--- config.mk ---
export PLATFORM = sky130hd
export DESIGN_NAME = apv_frame_deframer
export DESIGN_NICKNAME = d
export VERILOG_FILES = /design/src/rtl/apvfd_pkg.sv /design/src/rtl/apvfd_regs.sv /design/src/rtl/apvfd_core.sv /design/src/rtl/apvfd_outq.sv /design/src/rtl/apv_frame_deframer.sv
export SDC_FILE = /design/constraint.sdc
export NUM_CORES = 1
export LEC_CHECK = 0
export CORE_MARGIN = 8
export CORE_UTILIZATION = 40
export CTS_BUF_LIST = sky130_fd_sc_hd__clkbuf_2 sky130_fd_sc_hd__clkbuf_4 sky130_fd_sc_hd__clkbuf_8
export CTS_CLUSTER_SIZE = 20
export DETAILED_ROUTE_END_ITERATION = 10
export DONT_BUFFER_PORTS = 1
export GPL_TIMING_DRIVEN = 0
export PLACE_DENSITY_LB_ADDON = 0.12
export SLEW_MARGIN = 10
export SYNTH_ARGS = -nofsm -noshare
export SYNTH_HDL_FRONTEND = slang
export SYNTH_HIERARCHICAL = 1
export SYNTH_SLANG_ARGS = --single-unit
--- constraint.sdc ---
create_clock -name clk -period 12.18 [get_ports clk]
set_input_delay 0.609 -clock clk [delete_from_list [all_inputs] [get_ports clk]]
set_output_delay 0.609 -clock clk [all_outputs]
set_load 0.02 [all_outputs]
--- src/rtl/apvfd_pkg.sv ---
package apvfd_pkg;

	localparam logic [31:0] END_MARKER   = 32'hfafa_fafa;
	localparam logic [23:0] FRAME_TAG    = 24'h41_4443;
	localparam logic [15:0] DEFAULT_SIZE = 16'd4000;
	localparam logic [2:0]  BODY_POS     = 3'd7;
	localparam logic [2:0]  FEC_WORD_POS = 3'd2;
	localparam logic [7:0]  MAX_CHANNEL  = 8'd15;
	localparam logic [7:0]  MAX_FEC      = 8'd15;

	localparam logic KIND_DATA  = 1'b0;
	localparam logic KIND_ERROR = 1'b1;

	localparam int NUM_REGS = 4;

	typedef struct packed {
		logic [31:0] word;
		logic        start_of_buffer;
	} apvfd_in_t;

	typedef struct packed {
		logic [31:0] data_word;
		logic [7:0]  fec_number;
		logic [3:0]  channel;
		logic [15:0] frame_size;
		logic        last_of_frame;
		logic        kind;
	} apvfd_out_t;

	typedef logic [NUM_REGS-1:0][63:0] apvfd_mask_t;

	// results produced by one word, packed to the front
	typedef struct packed {
		logic [1:0] cnt;
		apvfd_out_t r0;
		apvfd_out_t r1;
	} apvfd_push_t;

endpackage

--- src/rtl/apvfd_regs.sv ---
module apvfd_regs (
	input  logic                 clk,
	input  logic                 arst_n,
	input  logic                 psel,
	input  logic                 penable,
	input  logic                 pwrite,
	input  logic [4:0]           paddr,
	input  logic [63:0]          pwdata,
	output logic [63:0]          prdata,
	output logic                 pready,
	output apvfd_pkg::apvfd_mask_t masks
);
	import apvfd_pkg::*;

	apvfd_mask_t mask_q;
	logic [1:0]  idx;
	logic        wr_en;

	assign idx    = paddr[4:3];
	assign wr_en  = psel && penable && pwrite;
	assign pready = 1'b1;
	assign prdata = mask_q[idx];
	assign masks  = mask_q;

	always_ff @(posedge clk or negedge arst_n) begin
		if (!arst_n) begin
			mask_q <= '0;
		end else if (wr_en) begin
			mask_q[idx] <= pwdata;
		end
	end

endmodule

--- src/rtl/apvfd_core.sv ---
module apvfd_core (
	input  logic                  clk,
	input  logic                  arst_n,
	input  logic                  in_valid,
	input  apvfd_pkg::apvfd_in_t  in_data,
	output logic                  in_stall,
	input  logic                  room,
	input  apvfd_pkg::apvfd_mask_t masks,
	output apvfd_pkg::apvfd_push_t push
);
	import apvfd_pkg::*;

	// input register
	logic        valid_s1;
	apvfd_in_t   in_s1;
	logic        go;
	logic        load;

	// decode state
	logic [2:0]  hp_q, hp_n;
	logic [7:0]  fec_q, fec_n;
	logic [3:0]  fch_q, fch_n;
	logic        exp_q, exp_n;
	logic [15:0] size_q, size_n;
	logic [1:0]  hc_q, hc_n;
	logic        stop_q, stop_n;
	logic [31:0] hw0_q, hw0_n;
	logic [31:0] hw1_q, hw1_n;

	logic [31:0] w;
	logic        is_end;
	logic        is_tag;
	logic        active;
	logic [5:0]  bit_sel;
	logic        a_v, b_v;
	apvfd_out_t  a, b;

	assign go       = valid_s1 && room;
	assign in_stall = valid_s1 && !room;
	assign load     = in_valid && !in_stall;

	always_ff @(posedge clk or negedge arst_n) begin
		if (!arst_n) begin
			valid_s1 <= 1'b0;
		end else if (load) begin
			valid_s1 <= 1'b1;
		end else if (go) begin
			valid_s1 <= 1'b0;
		end
	end

	always_ff @(posedge clk) begin
		if (load) begin
			in_s1 <= in_data;
		end
	end

	assign w      = in_s1.word;
	assign is_end = (w == END_MARKER);
	assign is_tag = (w[31:8] == FRAME_TAG);

	always_comb begin
		// start of buffer resets the frame state, fec stays
		hp_n   = hp_q;
		fec_n  = fec_q;
		fch_n  = fch_q;
		exp_n  = exp_q;
		size_n = size_q;
		hc_n   = hc_q;
		stop_n = stop_q;
		hw0_n  = hw0_q;
		hw1_n  = hw1_q;
		if (in_s1.start_of_buffer) begin
			hp_n   = '0;
			fch_n  = '0;
			exp_n  = 1'b0;
			size_n = DEFAULT_SIZE;
			hc_n   = '0;
			stop_n = 1'b0;
		end

		bit_sel = {fec_q[1:0], fch_n};
		active  = (fec_q <= MAX_FEC) && masks[fec_q[3:2]][bit_sel];

		a_v = 1'b0;
		b_v = 1'b0;
		a   = '{data_word: hw0_q, fec_number: fec_q, channel: fch_n,
			frame_size: size_n, last_of_frame: 1'b0, kind: KIND_DATA};
		b   = '{data_word: hw1_q, fec_number: fec_q, channel: fch_n,
			frame_size: size_n, last_of_frame: 1'b1, kind: KIND_DATA};

		if (!stop_n) begin
			if (hp_n != BODY_POS) begin
				if (hp_n == FEC_WORD_POS) begin
					fec_n = w[7:0];
				end
				hp_n = hp_n + 3'd1;
			end else if (is_end) begin
				// flush everything held, nothing dropped
				if (hc_n[1]) begin
					a_v = active;
					b_v = active;
				end else if (hc_n == 2'd1) begin
					a_v = active;
					a.last_of_frame = 1'b1;
				end
				hc_n   = '0;
				fch_n  = '0;
				stop_n = 1'b1;
			end else if (exp_n) begin
				size_n = w[15:0];
				hc_n   = '0;
				exp_n  = 1'b0;
			end else if (is_tag) begin
				// close previous frame, newest held word is dropped
				if (hc_n[1]) begin
					a_v = active;
					a.last_of_frame = 1'b1;
				end
				hc_n = '0;
				if (w[7:0] > MAX_CHANNEL) begin
					b_v = 1'b1;
					b   = '{data_word: w, fec_number: fec_q, channel: '0,
						frame_size: '0, last_of_frame: 1'b0, kind: KIND_ERROR};
					stop_n = 1'b1;
				end else begin
					fch_n = w[3:0];
					exp_n = 1'b1;
				end
			end else begin
				if (hc_n[1]) begin
					a_v   = active;
					hw0_n = hw1_q;
					hw1_n = w;
				end else if (hc_n == 2'd0) begin
					hw0_n = w;
					hc_n  = 2'd1;
				end else begin
					hw1_n = w;
					hc_n  = 2'd2;
				end
			end
		end

		push.cnt = {1'b0, a_v} + {1'b0, b_v};
		push.r0  = a_v ? a : b;
		push.r1  = b;
		if (!go) begin
			push.cnt = '0;
		end
	end

	always_ff @(posedge clk or negedge arst_n) begin
		if (!arst_n) begin
			hp_q   <= '0;
			fec_q  <= '0;
			fch_q  <= '0;
			exp_q  <= 1'b0;
			size_q <= DEFAULT_SIZE;
			hc_q   <= '0;
			stop_q <= 1'b1;
		end else if (go) begin
			hp_q   <= hp_n;
			fec_q  <= fec_n;
			fch_q  <= fch_n;
			exp_q  <= exp_n;
			size_q <= size_n;
			hc_q   <= hc_n;
			stop_q <= stop_n;
		end
	end

	always_ff @(posedge clk) begin
		if (go) begin
			hw0_q <= hw0_n;
			hw1_q <= hw1_n;
		end
	end

	// two results only come from the end marker or a bad frame header
	a_two_src: assert property (@(posedge clk) disable iff (!arst_n)
		(push.cnt == 2'd2) |-> (is_end || is_tag))
		else $error("two results from a plain data word");

	a_hold_cnt: assert property (@(posedge clk) disable iff (!arst_n)
		hc_q != 2'd3)
		else $error("hold count out of range");

endmodule

--- src/rtl/apvfd_outq.sv ---
module apvfd_outq #(
	parameter int DEPTH = 4
) (
	input  logic                   clk,
	input  logic                   arst_n,
	input  apvfd_pkg::apvfd_push_t push,
	output logic                   room,
	output logic                   out_valid,
	input  logic                   out_stall,
	output apvfd_pkg::apvfd_out_t  out_data
);
	import apvfd_pkg::*;

	localparam int AW = (DEPTH > 1) ? $clog2(DEPTH) : 1;
	localparam int CW = $clog2(DEPTH + 1);
	localparam logic [AW-1:0] LAST_IDX = AW'(DEPTH - 1);
	localparam logic [CW-1:0] ROOM_LIM = CW'(DEPTH - 2);

	apvfd_out_t    mem_q [DEPTH];
	logic [AW-1:0] wr_q, rd_q, wr_p1, wr_p2, rd_p1;
	logic [CW-1:0] count_q;
	logic          pop;

	function automatic logic [AW-1:0] inc(input logic [AW-1:0] p);
		return (p == LAST_IDX) ? '0 : p + AW'(1);
	endfunction

	assign wr_p1     = inc(wr_q);
	assign wr_p2     = inc(wr_p1);
	assign rd_p1     = inc(rd_q);
	assign out_valid = (count_q != '0);
	assign out_data  = mem_q[rd_q];
	assign pop       = out_valid && !out_stall;
	// space for two results after this cycle's pop
	assign room      = (count_q <= ROOM_LIM) || (pop && (count_q <= ROOM_LIM + CW'(1)));

	always_ff @(posedge clk or negedge arst_n) begin
		if (!arst_n) begin
			wr_q    <= '0;
			rd_q    <= '0;
			count_q <= '0;
		end else begin
			if (pop) begin
				rd_q <= rd_p1;
			end
			case (push.cnt)
				2'd1:    wr_q <= wr_p1;
				2'd2:    wr_q <= wr_p2;
				default: wr_q <= wr_q;
			endcase
			count_q <= count_q + CW'(push.cnt) - CW'(pop);
		end
	end

	always_ff @(posedge clk) begin
		if (push.cnt != 2'd0) begin
			mem_q[wr_q] <= push.r0;
		end
		if (push.cnt == 2'd2) begin
			mem_q[wr_p1] <= push.r1;
		end
	end

	a_no_overflow: assert property (@(posedge clk) disable iff (!arst_n)
		count_q <= CW'(DEPTH))
		else $error("result queue overflow");

	a_push_fits: assert property (@(posedge clk) disable iff (!arst_n)
		(push.cnt != 2'd0) |-> room)
		else $error("push without room");

	a_drain: assert property (@(posedge clk) disable iff (!arst_n)
		(count_q == CW'(1) && pop && push.cnt == 2'd0) |=> !out_valid)
		else $error("queue did not drain");

endmodule

--- src/rtl/apv_frame_deframer.sv ---
// APV frame deframer. Takes an event buffer one 32-bit word at a time and
// splits it into per-channel frames: equipment header words are skipped
// (the FEC number comes from header word 2), each frame header 0x414443xx
// opens channel xx, the following word sets the frame size, and the last
// data word of a frame is dropped when the next frame header arrives. The
// end marker 0xfafafafa flushes the held words and stops the event until
// the next word flagged start_of_buffer. Only channels enabled in the
// 64-bit active masks (16 bits per FEC, four FECs per register at byte
// address 8*i) are emitted; a channel number above 15 gives one error word
// and stops the event.
// Rate: one input word per cycle while in_stall is low. An accepted word is
// registered, decoded and written into the result queue, whose count drives
// out_valid. A word yields at most two result words; results leave one per
// cycle while out_stall is low through a QUEUE_DEPTH entry result queue, and
// the input stalls only when that queue cannot take two more results, i.e.
// when downstream stalls or an end marker flush or error word backs it up.
module apv_frame_deframer #(
	parameter int QUEUE_DEPTH = 4
) (
	input  logic                  clk,
	input  logic                  arst_n,
	input  logic                  in_valid,
	output logic                  in_stall,
	input  apvfd_pkg::apvfd_in_t  in_data,
	output logic                  out_valid,
	input  logic                  out_stall,
	output apvfd_pkg::apvfd_out_t out_data,
	input  logic                  psel,
	input  logic                  penable,
	input  logic                  pwrite,
	input  logic [4:0]            paddr,
	input  logic [63:0]           pwdata,
	output logic [63:0]           prdata,
	output logic                  pready
);
	import apvfd_pkg::*;

	apvfd_mask_t masks;
	apvfd_push_t push;
	logic        room;

	// register file for the active channel masks
	apvfd_regs u_regs (
		.clk     (clk),
		.arst_n  (arst_n),
		.psel    (psel),
		.penable (penable),
		.pwrite  (pwrite),
		.paddr   (paddr),
		.pwdata  (pwdata),
		.prdata  (prdata),
		.pready  (pready),
		.masks   (masks)
	);

	// input register plus single-pass decode of one word
	apvfd_core u_core (
		.clk      (clk),
		.arst_n   (arst_n),
		.in_valid (in_valid),
		.in_data  (in_data),
		.in_stall (in_stall),
		.room     (room),
		.masks    (masks),
		.push     (push)
	);

	// result registers, drained one word per cycle while out_stall is low
	apvfd_outq #(
		.DEPTH (QUEUE_DEPTH)
	) u_outq (
		.clk       (clk),
		.arst_n    (arst_n),
		.push      (push),
		.room      (room),
		.out_valid (out_valid),
		.out_stall (out_stall),
		.out_data  (out_data)
	);

endmodule
Yosys cells after proc, flatten, opt, wreduce, memory -nomap -nowiden
Memories as Yosys holds them, arrays and structs flattened.
Index checks and enable logic that the tools add are counted.

word-level totals
  memories = 1
  output and inout port bits = 129
  bits in read-only memories = 0
  register bits = 396
  bits in latches = 0
  RAM bits = 248
  input bits = 109

memories
  name          words  width  rd ports  clocked after memory_dff  write ports  line              RTL
  u_outq.mem_q  4      62     1         0                         2            apvfd_outq.sv:19  apvfd_out_t mem_q [DEPTH];

cells by class
  reduce and logical (&&, ||, !) cells = 22
  eq/ne operators = 11
  shifts and indexed selects = 0
  order comparisons = 8
  $add $sub $neg = 7
  mux-type cells = 86
  divide/modulo/power cells = 0
  bitwise gates (word level) = 5
  $mul = 0

operator list
  cell                  number
  $mux 62               7
  $bmux 64 s2           2
  $bwmux 256            1
  $mux 64               3
  $demux 64 s2          1
  $mux 32               4
  $mux 16               5
  $mux 1                39
  $eq 32x32->1 const B  1
  $mux 4                7
  $eq 24x23->1 const B  1
  $mux 2                12
  $reduce_and 7->1      2
  $logic_and 1x1->1     9
  $mux 3                3
  $eq 2x2->1 const B    4
  $gt 8x4->1 const B    1
  $le 8x4->1 const B    1
  $reduce_bool 2->1     4
  $lt 6x7->1 const B    1
  $add 2x1->2 const B   3
  $bmux 1 s6            1
  $le 3x2->1 const B    2
  $lt 2x3->1 const B    2
  other kinds (16)      23

Longest topological paths before layout
  depth in word-level cells = 15
  mapped depth = 24
  depth with buffers taken out = 18

Modules after synthesis
The synthesis kept the hierarchy.

modules (own cells, without submodules)
  module      seq. area each (um^2)  area each (um^2)  cells an instance  instances
  apvfd_outq  7622.3                 12597.1           655                1
  apvfd_regs  6406.1                 11162.0           624                1
  apvfd_core  3822.4                 8541.9            757                1

Worst setup path before layout
No wires, ideal clock.

  path kind = flip-flop to flip-flop
  start = reg u_core/in_s1[0] (netlist bit)
  end = mem u_outq/mem_q[0][0] (netlist bit) (enable)
  cell stages (with the launch flop) = 22
  setup slack = 3.546 ns
  arrival = 8.067 ns
  buffers on the path = 5
  period minus slack after synthesis = 8.634 ns
  data required time = 11.612 ns
  path through = edfxtp_1 > clkbuf_1 > buf_2 > inv_1 > clkbuf_1 > clkbuf_1 > nand2_1 > inv_1 > ha_1 > nand3_1 > nor3_1 > nand2_1 > a2111o_1 > a32oi_2 > nand3_4 > inv_2 > buf_6 > ha_1 > and3_1 > inv_1 > ha_1 > o21ai_0

RTL lines
  element                 line              RTL
  start, declared         apvfd_core.sv:15  apvfd_in_t in_s1;
  start signal, assigned  apvfd_core.sv:54  in_s1 <= in_data;
  end, declared           apvfd_outq.sv:19

==> reports/summary.txt <==
clk_skew = 0.04010 ns
DRC viols = 0
clock buffer depth = 3
PwrDens = 175.2 nW/um2
Post-DP HPWL = 66260 um
CP Capture Type = flop
Die Span X = 300.2 um
CP peak stage delay = 0.52 ns
Synth area leader = edfxtp_1
layout cells sized above 1 = 42.78%
CTS Sinks = 644
die area = 90100 um2
Tot GR Track Use = 21.29%
number of buffers created by CTS = 114
largest net degree at the start of global routing = 300
min setup slack post-route = 4.852 ns
min-delay worst type = in2reg
Startpoint Class = flop
cell count after synthesis = 2036
H-tree depth = 3
Slew Limit Headroom = 28.93%
Max Cap Viol = 0
ANT nets after route = 0
IO Port Bufs = 0
Hold WS = 0.1212 ns
Synth Net Count = 2165
Worst Hold Path EP = u_outq/rd_q[1]$_DFFE_PN0P_
Main synth FF type = edfxtp_1
initial antenna violation count = 12
Seq pwr share = 42.8%
CP Class = reg2reg
EDFF count, synth = 345
Starting Density = 40.23%
grt total ovfl = 0
Nets = 2400
sw frac = 32.08%
Least-Margin Pin Slew = 1.062 ns
Int Power = 4.455 mW
postcts setup bufs = 0
Resized cells post-CTS = 0
Gate power share = 26.9%
gpl congestion = 0.8294
Worst Hold Path Cells = 2
Setup Viol. Count Final = 0
Design Area, Final = 37430 um2
Post-synth ARST share = 46.43%
Rows = 104
Worst R2R End = u_outq/mem_q[0][13]$_DFFE_PP_
TritonCTS clock tree = done
Psw = 2.104 mW
synthesis-to-layout area growth = 15.89%
CP arrival = 7.80 ns
fmax = 136.5 MHz
Chip Height = 300.2 um
share of the synthesized area in the top cell type = 32.07%
HP Start = out_stall
Core ar. = 80290 um2
Clk pwr share = 30.3%
RSZ-0062 raised after global routing = no
DRT iter0 DRCs = 1129
DR vias = 19210
drt first pass iters = 7
maximum VDD drop = 88.91 uV
WL final = 96930 um
Synth top cells by count = 507 x mux2_2, 345 x edfxtp_1, 292 x dfrtp_1
worst r2r src = u_core/in_s1[0]$_DFFE_PP_
outcome = complete, no violations
pre-CTS setup slack = 4.979 ns
most common cell in the synthesized netlist = mux2_2
Synth Cell Area = 32300 um2
Yosys reg bits = 644
Seq/Total Area, Yosys = 55.26%
post-synthesis cell type count = 72
number of warnings issued by yosys = 6
Clk Latency, worst-skew pair = 0.75 ns
number of global-route vias before repair = 20810
Final period util = 60.17%
placed cell areas = 34130 um2
Clock transition at path regs = 0.06 ns
max-slew violation count = 0
top cells by area, synth = edfxtp_1 32%, dfrtp_1 23%, mux2_2 18%
FF-to-FF path depth = 26
via/cell ratio = 5.612
crit path max fanout = 17
leakage = 14.38 nW
slowest CP cell = nor3_1
first-pass GRT wire length = 143100 um
DR WL/cell = 28.32 um
Final Hold Vio Count = 0
clock root buffer = clkbuf_8
CP Data Required Time = 12.66 ns
reg2reg setup slack = 4.85 ns
syn_area_per_cell = 15.86 um2
Final Critical Period = 7.328 ns
IO Count = 238
[layout by cell type, fill, tap and decap left out, types with 17 or more instances in the layout]
cell and n:
mux2_2 507, mux2i_1 17, buf_4 31, buf_2 57
mux2_1 42, clkbuf_4 41, ha_1 19, mux4_1 33
clkbuf_1 23, mux4_2 142, clkinv_1 21, and2_1 19
buf_6 39, edfxtp_1 345, a22o_1 20, nor2_1 43
dfrtp_1 292, inv_1 22, dlygate4sd3_1 99, nand2_1 144
clkbuf_8 128
[cell families after synthesis]
logic type | synth area share (%)
compound gates | 2.963
simple gates | 4.993
flops | 55.26
fa+ha+maj | 0.7980
buf+inv | 3.544
xor+xnor | 0.08136
mux | 32.34
other cells | 0.01161
[how the worst max path moves through the flow]
stage                                    startpoint                             to  cells after the start
final                     u_core/in_s1[0]$_DFFE_PP_  u_outq/mem_q[0][13]$_DFFE_PP_                     26
after global routing      u_core/in_s1[0]$_DFFE_PP_  u_outq/mem_q[2][46]$_DFFE_PP_                     26
after CTS                 u_core/in_s1[0]$_DFFE_PP_  u_outq/mem_q[0][18]$_DFFE_PP_                     26
after detailed placement  u_core/in_s1[0]$_DFFE_PP_  u_outq/mem_q[0][13]$_DFFE_PP_                     26
after global placement    u_core/in_s1[0]$_DFFE_PP_  u_outq/mem_q[0][23]$_DFFE_PP_                     21
after floorplan           u_core/in_s1[0]$_DFFE_PP_   u_outq/mem_q[0][0]$_DFFE_PP_                     21
[worst max-delay path, delay by kind of cell (launching register included)]
family                     cells  cell delay [ns]
buffers and inverters         13             3.16
DFF                            1             0.44
AOI/OAI and AO/OA              3             1.03
and+or+nand+nor                7             1.85
adders and majority gates      3             0.53
[timing repair]
action	CTS	global route
hold buffers	99	1
setup endpoints to repair	0	0
hold endpoints to repair	589	144
[stage by stage]
step | power, mW | cells | TNS [ns] | utilization (%)
finish | 6.559 | 3423 | 0 | 46.63
global route | 6.873 | 3422 | 0 | 46.62
CTS | 6.661 | 3412 | 0 | 46.54
detailed placement | 4.587 | 3114 | 0 | 42.51
global placement | 4.550 | 3096 | -824.81 | 41.88
floorplan | 4.055 | 2036 | 0 | -
[power by group through the flow]
stage	clock [mW]	combinational, mW	sequential, mW
finish	1.98	1.77	2.81
detailed placement	0	1.74	2.84
floorplan	0	1.32	2.74
global placement	0	1.72	2.83
global route	2.14	1.89	2.84
CTS	2.05	1.81	2.81
[sequential cells by signal, indices dropped and copies added, names as in the netlist, 2 cells and up]
name,cells
u_core/fec_q,8
u_core/hw1_q,32
u_core/size_q,16
u_outq/mem_q,248
u_core/w,32
u_core/hc_q,2
u_outq/count_q,3
u_outq/rd_q,2
u_regs/masks,256
u_core/fch_q,4
u_core/hw0_q,32
u_outq/wr_q,2
u_core/hp_q,3
[layer usage]
metal | global-route usage (%) | routed length, um | vias up
li1 | - | - | 8422
met1 | 25.54 | 38220 | 10040
met2 | 37.45 | 49700 | 572
met3 | 5.573 | 6342 | 169
met4 | 6.280 | 2611 | 8
met5 | 0 | 52 | -
[final cells by class]
| type | count | area [um2] |
|---|---|---|
| multi-input combinational | 1215 | 13370 |
| sequential | 644 | 17850 |
| fill | 7016 | 42850 |
| inverter | 26 | 97.59 |
| clock inverter | 30 | 160.2 |
| tap | 1060 | 1326 |
| antenna | 9 | 22.52 |
| buffer | 151 | 1047 |
| clock buffer | 169 | 2069 |
| timing repair buffer | 119 | 1489 |
Power figures use the tool's default switching activity.
